$ cat src/design/opht_fifo.sv
// Small register queue of generic width, two words deep.
// Self-contained; used between front and back and on the result side.
module opht_fifo #(
    parameter int W = 8
) (
    input  logic         i_clk,
    input  logic         i_rst_n,
    input  logic         i_push,
    input  logic [W-1:0] i_wdata,
    output logic         o_full,
    input  logic         i_pop,
    output logic [W-1:0] o_rdata,
    output logic         o_empty
);
    logic [W-1:0] r_data [2];
    logic         r_head;
    logic         n_head;
    logic [1:0]   r_count;
    logic [1:0]   n_count;
    logic         do_push;
    logic         do_pop;
    logic         wr_idx;

    assign o_full = (r_count == 2'd2);
    assign o_empty = (r_count == 2'd0);
    assign do_push = i_push && !o_full;
    assign do_pop = i_pop && !o_empty;
    assign wr_idx = r_head ^ r_count[0];
    assign o_rdata = r_data[r_head];

    always_comb begin
        n_head = r_head;
        n_count = r_count;
        if (do_pop) begin
            n_head = !r_head;
        end
        if (do_push && !do_pop) begin
            n_count = r_count + 2'd1;
        end else if (do_pop && !do_push) begin
            n_count = r_count - 2'd1;
        end
    end

    always_ff @(posedge i_clk) begin
        if (!i_rst_n) begin
            r_head <= 1'b0;
            r_count <= 2'd0;
        end else begin
            r_head <= n_head;
            r_count <= n_count;
        end
    end

    always_ff @(posedge i_clk) begin
        if (do_push) begin
            r_data[wr_idx] <= i_wdata;
        end
    end
endmodule

$ cat config.mk
export PLATFORM = sky130hd
export DESIGN_NAME = opht_fifo
export DESIGN_NICKNAME = d
export VERILOG_FILES = /design/src/design/opht_fifo.sv
export SDC_FILE = /design/constraint.sdc
export NUM_CORES = 1
export LEC_CHECK = 0
export ABC_AREA = 1
export BUFFER_PORTS_ARGS = -buffer_cell sky130_fd_sc_hd__buf_4
export CORE_UTILIZATION = 44
export DETAILED_ROUTE_END_ITERATION = 16
export GPL_TIMING_DRIVEN = 1
export PLACE_DENSITY_LB_ADDON = 0.1
export SETUP_SLACK_MARGIN = 0.2
export SKIP_LAST_GASP = 1
export SLEW_MARGIN = 20
export SYNTH_ARGS = -nofsm -noshare
export SYNTH_HDL_FRONTEND = slang
export SYNTH_SLANG_ARGS = --single-unit
export TNS_END_PERCENT = 5
$ cat constraint.sdc
create_clock -name i_clk -period 1.64 [get_ports i_clk]
set_clock_uncertainty 0.2 [all_clocks]
set_input_delay 0.492 -clock i_clk [delete_from_list [all_inputs] [get_ports i_clk]]
set_output_delay 0.492 -clock i_clk [all_outputs]
set_load 0.01 [all_outputs]
==> impl_results.md <==
* DR iter-0 viols at 4
* Met2 Resource Use GR at 29.6%
* Run status: complete, but fails checks
* Adder-Cell Fraction of Synth Area at 1.53%
* I/O pins at 22
* Total CTS buffers at 3
* CP Capture Point: o_rdata[3]
* Cell count after synthesis at 60
* Syn Nets at 73
* RSZ-0062 raised after global routing: true
* Failing checks: negative setup slack
* Layout cells sized above 1 at 55.1%
* Worst slew pin tran at 0.286 ns
* Yosys reg bits at 20
* Core area at 1730 sq um
* Reg2Reg Setup Slack at 0.03 ns
* Synth Cell Area at 820 sq um
* CTS tree: yes
* Final Max Tran Viols at 0
* # fillers at 147
* Total number of vias at 525
* Initial core utilization at 47.5%
* Max cap viols at 0
* Die area at 2040 sq um
* Most used routing layer: met2
* Register area at 562 sq um
* Sequential area share after synthesis at 68.4%
* Final setup margin at -0.264 ns
* Worst setup EP type: output pin
* Asr flop ratio synth at 0%
* GPL Wtd Cong at 0.686
* Most common cell in the netlist: edfxtp_1
* Synth Area in Compound Gates at 2.29%
* Worst R2R Path Depth at 9
* Clock slew at reported path FFs at 0.10 ns
* Worst vdd ir at 0.807 mV
* Bufs on Longest Clock Path at 2
* Post-synth EDFFs at 16
* Number of global-route vias before repair at 509
* Syn Area/Cell at 13.7 sq um
* Synth top area cells: edfxtp_1 (59%), mux2_2 (11%), dfxtp_1 (9.8%)
* Via/cell ratio at 4.61
* CP Launch Type: flip-flop
* Mux share of post-synthesis cell area at 11.0%
* Multi-input logic area at 245 sq um
* PortBufs at 21
* Simple-gate share of the synthesized area at 10.1%
* GRT met1 Usage at 13.5%
* Area leader, netlist: edfxtp_1
* Setup Viol. Count Final at 10
* Min Clock Period, post-route at 1.90 ns
* Crit path kind: reg -> out
* Reg-to-Reg Start: r_count[0]$_SDFFE_PN0P_
* Max Fclk at 525 MHz
* Num rows at 15
* Synth unique cells at 20
* Die H at 45.2 um
* Initial antenna violation count at 0
* Crit share post-route at 116%
* LEAKAGE at 0.000496 uW
* Crit path arrival time at 1.21 ns
* P&R area growth vs syn at 41.1%
* H-tree Lvls at 1
* Final Non-Filler Cells at 114
* Required @ worst endpoint at 0.95 ns
* # DRC at 0
* Normalized max-slew margin at 80.9%
* First-pass GRT wire length at 2040 um
* Power density cells at 1650 nW/um^2
* Commonest cells in the netlist: edfxtp_1 (16), mux2_2 (8), nor2_1 (6)
* Largest family of logic cells by synthesized area: multiplexers
* Placed cell count at 111
* Postcts setup bufs at 0
* Die W at 45.2 um
* Area share of the largest cell type after synthesis at 58.6%
* Post-route antenna net violation count at 0
* CTS Sinks at 20
* Worst-path maximum fanout at 8
* Worst r2r dst: r_count[1]$_SDFFE_PN0P_
* Wire per inst at 11.2 um
* Worst min path class: in -> reg
* Hold Buf Count CTS at 0
* Clk root buf: clkbuf_4
* Skew-Pair Late Insertion Delay at 0.29 ns
* # nets final at 104
* Antenna Diode Count at 0
* Hpwl dp at 923 um
* GR Util met3 at 4.00%
* Hold slack final at 0.182 ns
* Final WL at 1280 um
* YS warnings at 0
* Ys flop type: edfxtp_1
* Synth Area in XOR/XNOR at 1.07%
* Final hold vios at 0
* Largest net degree at the start of global routing at 11
* Grt ovf at 0
* GRT Resource Usage Total at 14.6%
* Drt first pass iters at 2
## cell families after synthesis
group                      Yosys count
adders and majority gates            1
AOI/OAI and AO/OA                    3
and+or+nand+nor                     17
xor gates and xnor gates             1
DFF                                 20
muxes                                8
buffers and inverters               10
## power breakdown
part           total [uW]  internal (uW)  switching (uW)
sequential            795            718            77.3
clock                 214           85.4             128
combinational         901            524             377
## flip-flops by register name (all words and copies together), names as in the netlist, named ones only
name	cells
r_data	16
r_count	2
r_head	1
## layout make-up
class	count	share of cell area, %
inverter	8	2.60
clock buffer	3	1.95
sequential	20	48.6
multi-input combinational	30	21.2
timing repair buffer	28	22.9
tap	25	2.71
## timing repair
action	in CTS	in global routing
pin swaps	0	0
resized for setup	17	0
endpoints found under the setup margin	20	28
## worst max-delay path: stages (launching register included)
cell and delay (ns):
dfxtp_2 0.36, buf_12 0.13, mux2_4 0.31, buf_6 0.12
## worst min path at each step
stage	startpoint	endpoint	slack, ns	cells after the start
floorplan	r_head$_SDFFE_PN0P_	flip-flop	0.31	2
global placement	r_head$_SDFFE_PN0P_	r_head$_SDFFE_PN0P_	0.33	2
detailed placement	r_head$_SDFFE_PN0P_	r_head$_SDFFE_PN0P_	0.34	2
CTS	i_wdata[6]	r_data[0][6]$_DFFE_PP_	0.18	1
global route	i_wdata[6]	r_data[1][6]$_DFFE_PP_	0.16	1
finish	i_wdata[6]	r_data[1][6]$_DFFE_PP_	0.18	1
## metal layers
layer	wire length, um	part of all wire [%]	vias to the layer above
met4	21	1.6	0
met2	760	59	14
li1	-	-	262
met1	435	34	247
met5	0	0	-
met3	62	4.8	2
## cell usage in the layout, fill, tap and decap left out, types with 2 or more instances in the layout
cell type	synthesis	routed
buf_12	0	2
buf_4	0	18
buf_6	1	8
clkbuf_4	0	3
dfxtp_1	4	3
edfxtp_1	16	16
inv_1	5	4
inv_2	3	4
mux2_4	0	8
nand2_1	5	5
nor2_1	6	5
nor2_2	1	2
## per-stage QoR
stage	power, uW	utilization, %	setup TNS [ns]	setup slack (ns)	cell area [sq um]
2_1_floorplan	1220	-	0	0.125	822
3_3_place_gp	1580	62.1	0	0.0130	1070
3_5_place_dp	1590	62.1	-0.0179	-0.00708	1070
4_1_cts	1930	67.0	-2.38	-0.267	1160
5_1_grt	2030	67.0	-2.89	-0.301	1160
6_report	1910	67.0	-2.28	-0.264	1160
Power figures use the tool's default switching activity.
