**config.mk**
```make
export PLATFORM = sky130hd
export DESIGN_NAME = opht_front
export DESIGN_NICKNAME = d
export VERILOG_FILES = /design/src/design/opht_pkg.sv /design/src/design/opht_front.sv
export SDC_FILE = /design/constraint.sdc
export NUM_CORES = 1
export LEC_CHECK = 0
export BUFFER_PORTS_ARGS = -buffer_cell sky130_fd_sc_hd__buf_2
export CAP_MARGIN = 25
export CELL_PAD_IN_SITES_DETAIL_PLACEMENT = 0
export CELL_PAD_IN_SITES_GLOBAL_PLACEMENT = 2
export CORE_MARGIN = 2
export CORE_UTILIZATION = 26
export DETAILED_ROUTE_END_ITERATION = 6
export PLACE_DENSITY_LB_ADDON = 0.2
export SLEW_MARGIN = 20
export SYNTH_ARGS = -nofsm -noshare
export SYNTH_HDL_FRONTEND = slang
export SYNTH_SLANG_ARGS = --single-unit
```
**constraint.sdc**
```tcl
create_clock -name i_clk -period 2.2 [get_ports i_clk]
set_input_delay 0.22 -clock i_clk [delete_from_list [all_inputs] [get_ports i_clk]]
set_output_delay 0.22 -clock i_clk [all_outputs]
set_load 0.005 [all_outputs]
```
**src/design/opht_pkg.sv**
```systemverilog
// Shared types and constants for the object position history table.
// Used by the front, back, top and checker modules; depends on nothing else.
package opht_pkg;

    localparam int OPHT_SLOTS = 256;
    localparam logic [15:0] STALE_LIMIT_RESET = 16'd4;

    localparam logic REQ_SAMPLE = 1'b0;
    localparam logic REQ_TICK = 1'b1;

    typedef enum logic [1:0] {
        ST_OK       = 2'd0,
        ST_KEY_ZERO = 2'd1,
        ST_FULL     = 2'd2,
        ST_NO_PREV  = 2'd3
    } t_status;

    typedef struct packed {
        logic        req_type;
        logic [63:0] object_key;
        logic [31:0] step_stamp;
        logic [31:0] pos_x;
        logic [31:0] pos_y;
        logic [31:0] pos_z;
    } t_cmd;

    typedef struct packed {
        t_status     status;
        logic [31:0] prev_x;
        logic [31:0] prev_y;
        logic [31:0] prev_z;
        logic [31:0] step_gap;
    } t_res;

    typedef struct packed {
        logic [63:0] key;
        logic [31:0] last_frame;
        logic [31:0] stamp;
        logic [31:0] gap;
        logic        has_prev;
    } t_meta;

    typedef struct packed {
        logic [31:0] prev_x;
        logic [31:0] prev_y;
        logic [31:0] prev_z;
        logic [31:0] cur_x;
        logic [31:0] cur_y;
        logic [31:0] cur_z;
    } t_pos;

endpackage

```
**src/design/opht_front.sv**
```systemverilog
// Front end: takes one input word, hashes the low 32 key bits and reduces that modulo
// the slot count. Depends on opht_pkg; feeds the command queue.
module opht_front #(
    parameter int SLOTS = opht_pkg::OPHT_SLOTS
) (
    input  logic                              i_clk,
    input  logic                              i_rst_n,
    input  logic                              i_push,
    input  opht_pkg::t_cmd                    i_cmd,
    output logic                              o_full,
    output logic                              o_q_push,
    output logic [$bits(opht_pkg::t_cmd)+$clog2(SLOTS)-1:0] o_q_data,
    input  logic                              i_q_full
);
    import opht_pkg::*;

    localparam int AW = $clog2(SLOTS);
    localparam int K = 32 + AW;
    localparam logic [32:0] RECIP = 33'(((64'd1 << K) + 64'(SLOTS) - 64'd1) / 64'(SLOTS));
    localparam logic [AW-1:0] SLOTS_LO = AW'(SLOTS);

    t_cmd          r_cmd;
    logic          r_busy;
    logic [2:0]    r_steps;
    logic [31:0]   r_m;
    logic [64:0]   r_prod;
    logic [AW-1:0] r_rem;
    logic [31:0]   hash1;
    logic [31:0]   hash2;
    logic [31:0]   quot;
    logic          accept;

    assign accept = i_push && !r_busy;
    assign o_full = r_busy;
    assign o_q_push = r_busy && (r_steps == 3'd2);
    assign o_q_data = {r_cmd, r_rem};
    assign hash1 = i_cmd.object_key[31:0] ^ (i_cmd.object_key[31:0] >> 4);
    assign hash2 = hash1 ^ (hash1 >> 12);
    assign quot = 32'(r_prod >> K);

    always_ff @(posedge i_clk) begin
        if (!i_rst_n) begin
            r_busy <= 1'b0;
            r_steps <= 3'd0;
        end else if (accept) begin
            r_busy <= 1'b1;
            if (i_cmd.req_type == REQ_SAMPLE && i_cmd.object_key != 64'd0) begin
                r_steps <= 3'd0;
            end else begin
                r_steps <= 3'd2;
            end
        end else if (r_busy && r_steps != 3'd2) begin
            r_steps <= r_steps + 3'd1;
        end else if (o_q_push && !i_q_full) begin
            r_busy <= 1'b0;
        end
    end

    always_ff @(posedge i_clk) begin
        if (accept) begin
            r_cmd <= i_cmd;
            r_m <= hash2;
            r_rem <= '0;
        end else if (r_busy && r_steps == 3'd0) begin
            r_prod <= 65'(r_m) * 65'(RECIP);
        end else if (r_busy && r_steps == 3'd1) begin
            r_rem <= r_m[AW-1:0] - AW'(quot[AW-1:0] * SLOTS_LO);
        end
    end
endmodule

```
==> results of run 1 <==
[path summary, 6_finish.rpt]
kind              startpoint    endpoint  slack, ps
setup / recovery  r_steps[0]      o_full        300
hold / removal        i_push  r_steps[0]        120
setup reg to reg  r_steps[0]      o_full        300
hold reg to reg       r_m[0]    r_rem[0]        490
[cells by family after synthesis]
family	Yosys count	synth area share
AND/OR/NAND/NOR	38	0.03542
multiplexers	11	0.01583
buffers and inverters	5	0.005395
AO/OA/AOI/OAI	6	0.007734
adder cells (fa/ha/maj)	4	0.007193
XOR/XNOR	21	0.02643
flip-flops	213	0.9020
[critical path, cell delays in order, from the launching register on]
cell	delay (ps)
dfxtp_1	410
inv_1	100
ha_1	240
and3b_4	200
o21bai_4	180
a21boi_0	150
dlygate4sd3_1	560
[state kept, by name, indices dropped and copies added (netlist names)]
name and count:
r_rem 8, o_q_data 193, r_steps 3, o_full 1
r_m 8
[power groups by stage]
stage               Sequential (mW)  Clock (mW)  Combinational, mW
floorplan                      4.92           0              0.192
global placement               4.89           0              0.721
detailed placement             4.89           0              0.735
CTS                            4.81        4.48               1.02
global route                   4.83        4.65               1.09
finish                         4.81        4.35               1.00
[cells in the mapped netlist (all sizes together)]
| library cell | n |
|---|---|
| o2111ai | 1 |
| nand4 | 3 |
| and3b | 1 |
| nor4b | 1 |
| nor3 | 2 |
| buf | 3 |
| mux2i | 11 |
| nor4bb | 1 |
| dfxtp | 12 |
| nand2 | 1 |
| nor4 | 15 |
| a21oi | 2 |
| a21boi | 1 |
| inv | 2 |
| nor2b | 4 |
| a22o | 1 |
| xor2 | 4 |
| edfxtp | 201 |
| or4 | 1 |
| nor2 | 8 |
| xnor2 | 17 |
| ha | 4 |
| and4bb | 1 |
| o21bai | 1 |
[timing repair]
action                    in CTS  in global routing
buffers inserted               0                  0
hold buffers                 196                  0
hold endpoints to repair     197                  0
[cell type report]
cell class	instances	share of cell area
diodes	1	0.0002046
well taps	335	0.03426
multi-input cells	80	0.05267
clock inverters	17	0.01933
inverters	2	0.0006137
repair buffers	599	0.3281
flip-flops and latches	213	0.5130
clock buffers	27	0.05175
[metal layers]
layer,vias up,GRT usage,wire length [µm]
met5,-,0,0
met4,0,0.05028,656
met3,46,0.04892,1948
met2,267,0.2629,10740
met1,2439,0.1699,8460
li1,2435,-,-
[per-stage QoR]
step / hold slack (ps) / power [mW] / util
2_1_floorplan: 318.9 / 5.117 / -
3_3_place_gp: 397.3 / 5.609 / 0.3597
3_5_place_dp: 398.4 / 5.629 / 0.3597
4_1_cts: 95.13 / 10.31 / 0.4680
5_1_grt: 128.2 / 10.58 / 0.4681
6_report: 117.3 / 10.16 / 0.4681
[placed cells by master (no fill, tap or decap), types with 4 or more instances in the layout]
master,netlist,routed
buf_2,0,399
edfxtp_1,201,201
dlygate4sd3_1,0,196
clkbuf_16,0,25
xnor2_1,17,17
nor4_1,14,14
dfxtp_1,12,12
mux2i_1,11,11
nor2_1,8,8
bufinv_16,0,6
clkinv_1,0,6
xor2_1,4,4
ha_1,4,4
==> results_dict.tcl, run 1 <==
set metrics [dict create \
    crit_arrival_ps 2360 \
    grt_use_total 0.1488 \
    cts_resized 0 \
    vdd_drop_max_mv 0.4502 \
    ys_warn_count 0 \
    antenna_found_initial 1 \
    gp_congestion 0.7837 \
    finalMaxSlewViolations 0 \
    first_pass_iters 4 \
    grt_pass1_vias 5623 \
    worstRegToRegCells 6 \
    initialDrtViolationCount 226 \
    p_clk_frac 0.428 \
    fp.dieArea_mm2 0.02809 \
    p_switching_mw 2.098 \
    ios 400 \
    crit_required_ps 2650 \
    place_inst 1033 \
    drive_above_1_share 0.4733 \
    clockBufferDepth 3 \
    rsz0062_at_grt "false" \
    final_cells 1274 \
    vias_per_cell 4.071 \
    clk_pin_slew_worst_paths_ps 60 \
    tightest_slew_ps 557.0 \
    cts_tree "done" \
    rows 59 \
    fin_nets 1121 \
    overflow 0 \
    routed_wl_mm 21.81 \
    sw_frac_of_total 0.2064 \
    crit_type "reg2reg" \
    grt_start_max_net_pins 95 \
    hold_viol 0 \
    fp.coreArea_mm2 0.02613 \
    synth_area_mm2 0.006958 \
    placed_area_mm2 0.009399 \
    holdPathStages 4 \
    p_seq_frac 0.473 \
    syn_inst 298 \
    routedWlPerCell_um 17.12 \
    yosys-top-cells-area "edfxtp_1 87%, dfxtp_1 3.5%, xnor2_1 2.1%, mux2i_1 1.6%, nor4_1 1.3%" \
    endpoint_kind "flip-flop" \
    syn2layout_area_growth_pct 75.81 \
    start_kind "flip-flop" \
    cts_num_sinks 213 \
    leakagePower_nw 5.036 \
    finClkSkew_ps 4.717 \
    drc 0 \
    slew_headroom 0.6253 \
    synth_top_area_frac 0.8675 \
    initial_core_util 0.2663 \
    fillers 2325 \
    pwr-share-comb 0.099 \
    grt_pass1_wl_mm 32.26 \
    critPathMaxFanout 4 \
    die_h_um 167.6 \
    dpl_worst_slack_ps 390.2 \
    final.setup.tns_ps 0 \
    ys_types 27 \
    setup_viol 0 \
    drv_cap 0 \
    chipWidth_um 167.6 \
    regArea_mm2 0.006276 \
    syn_nets 499 \
    worst_slack_ps 295.5 \
    clockRootBuffer "clkbuf_16" \
    internal_power_mw 8.067 \
    hp-class "in2reg" \
    status "complete, no violations" \
    cts_inserted_buffers 24 \
    synth_top_area_cell "edfxtp_1" \
    avgSynthCellArea_um2 23.35 \
    clock.fmax_mhz 525.1 \
    hpwl_mm 15.78 \
    finalInstanceArea_mm2 0.01223 \
    p_per_area_mw_per_mm2 830.9 \
    ant_nets 0 \
    synth-seq-cells 213 \
    clkLatencyLatePin_ps 510 \
    io_buffers 399 \
    yosysSeqAreaShare 0.9020 \
    h-tree-depth 1 \
    layout_min_cycle_time_ps 1905 \
    via_count 5187 \
    multiInputGateArea_um2 644.4 \
    finalCritPeriodShare 0.8657 \
]
(Power assumes the default switching activity.)
==> run 2, diff against run 1 <==
REMOVE_ABC_BUFFERS = 1   (was unset)
==> results_dict.tcl, run 2 (synthesis gave the netlist of run 1 again) <==
set metrics [dict create \
    pwr-share-comb 0.105 \
    antenna_found_initial 0 \
    initialDrtViolationCount 243 \
    rsz0062_at_grt "false" \
    use_met2 0.2867 \
    tightest_slew_ps 845.3 \
    p_per_area_mw_per_mm2 797.7 \
    r2r_slack_ps 270 \
    status "complete, no violations" \
    busiest_layer "met2" \
    drv_cap 0 \
    clockRootBuffer "clkbuf_16" \
    start_kind "primary input" \
    power.total_mw 9.708 \
    largest_reg_flops 193 \
    initial_core_util 0.2663 \
    crit_type "in2reg" \
    cts_num_sinks 213 \
    routedWlPerCell_um 17.60 \
    met3_usage 0.04562 \
    layout_common_cells "399 x buf_2, 201 x edfxtp_1, 196 x dlygate4sd3_1" \
    cts_hold_buffers 196 \
    h-tree-depth 1 \
    syn2layout_area_growth_pct 74.90 \
    die_h_um 167.6 \
    drive_above_1_share 0.4772 \
    fin_nets 1124 \
    grt_pass1_wl_mm 33.38 \
    chipWidth_um 167.6 \
    finalMaxSlewViolations 0 \
    grt_start_max_net_pins 93 \
    cts_resized 0 \
    clockBufferDepth 3 \
    hpwl_mm 16.44 \
    via_count 5234 \
    slew_headroom 0.4312 \
    cts_inserted_buffers 24 \
    routed_wl_mm 22.45 \
    post-route-util 0.4657 \
    p_switching_mw 2.097 \
    finalCritPeriodShare 0.9395 \
    clk_pin_slew_worst_paths_ps 60 \
    p_seq_frac 0.495 \
    fp.coreArea_mm2 0.02613 \
    critPathMaxFanout 2 \
    first_pass_iters 4 \
    num_antenna_cells 0 \
    cts_setup_buffers 0 \
    crit_required_ps 2660 \
    layout_min_cycle_time_ps 2067 \
    gr-usage-met1 0.1717 \
    hold_viol 0 \
    grt_use_total 0.1545 \
    p_clk_frac 0.400 \
    rows 59 \
    hp-class "in2reg" \
    final.setup.tns_ps 0 \
    overflow 0 \
    drc 0 \
    setup_viol 0 \
    finClkSkew_ps 8.003 \
    fp.dieArea_mm2 0.02809 \
    io_buffers 399 \
    vias_per_cell 4.102 \
    sw_frac_of_total 0.2161 \
    grt_pass1_vias 5677 \
    final_common_cell "buf_2" \
    internal_power_mw 7.610 \
    gp_congestion 0.8358 \
    crit_arrival_ps 2520 \
    ant_nets 0 \
    ios 400 \
    endpoint_kind "flip-flop" \
    clock.fmax_mhz 483.8 \
    leakagePower_nw 5.012 \
    vdd_drop_max_mv 0.4716 \
    cts_tree "done" \
    clkLatencyLatePin_ps 510 \
]
## run 2: per-layer routing
metal,share of wire,up-vias
li1,-,2438
met1,0.37,2492
met2,0.52,268
met3,0.088,36
met4,0.022,0
met5,0,-
## run 2: path summary, 6_finish.rpt
kind | from | to | cells after the start
max reg2reg | r_steps[0] | o_full | 6
min | i_push | r_steps[0] | 4
min reg2reg | r_m[5] | r_rem[5] | 2
max | i_cmd[155] | r_steps[1] | 7
## run 2: cell type report
class	count	area (µm²)
clock buffer	27	633.1
clock inverter	17	140.1
inverter	2	7.507
sequential	213	6276
tap	335	419.2
fill	2332	13960
timing repair buffer	602	4049
multi-input combinational	80	644.4
## run 2: power by group through the flow
stage          clock network [mW]  registers (mW)  logic [mW]
2_1_floorplan                   0            4.95       0.181
3_3_place_gp                    0            4.89       0.730
3_5_place_dp                    0            4.89       0.747
4_1_cts                      4.03            4.81        1.03
5_1_grt                      4.18            4.83        1.10
6_report                     3.88            4.81        1.02
## run 2: worst max-delay path, stage by stage
cell,delay (ps)
dlygate4sd3_1,570
buf_2,140
nor4_1,740
buf_4,220
nand4_1,120
nor4_1,350
a22o_1,170
## run 2: stage by stage
step / std cells / area (µm²) / worst slack [ps] / hold slack (ps)
6_report: 1276 / 12170 / 133.0 / 138.1
5_1_grt: 1276 / 12170 / 32.75 / 134.7
4_1_cts: 1276 / 12170 / 136.8 / 125.7
3_5_place_dp: 1036 / 9434 / 221.5 / 398.4
3_3_place_gp: 1036 / 9434 / 199.7 / 397.8
2_1_floorplan: 295 / 6928 / -2092 / 318.9
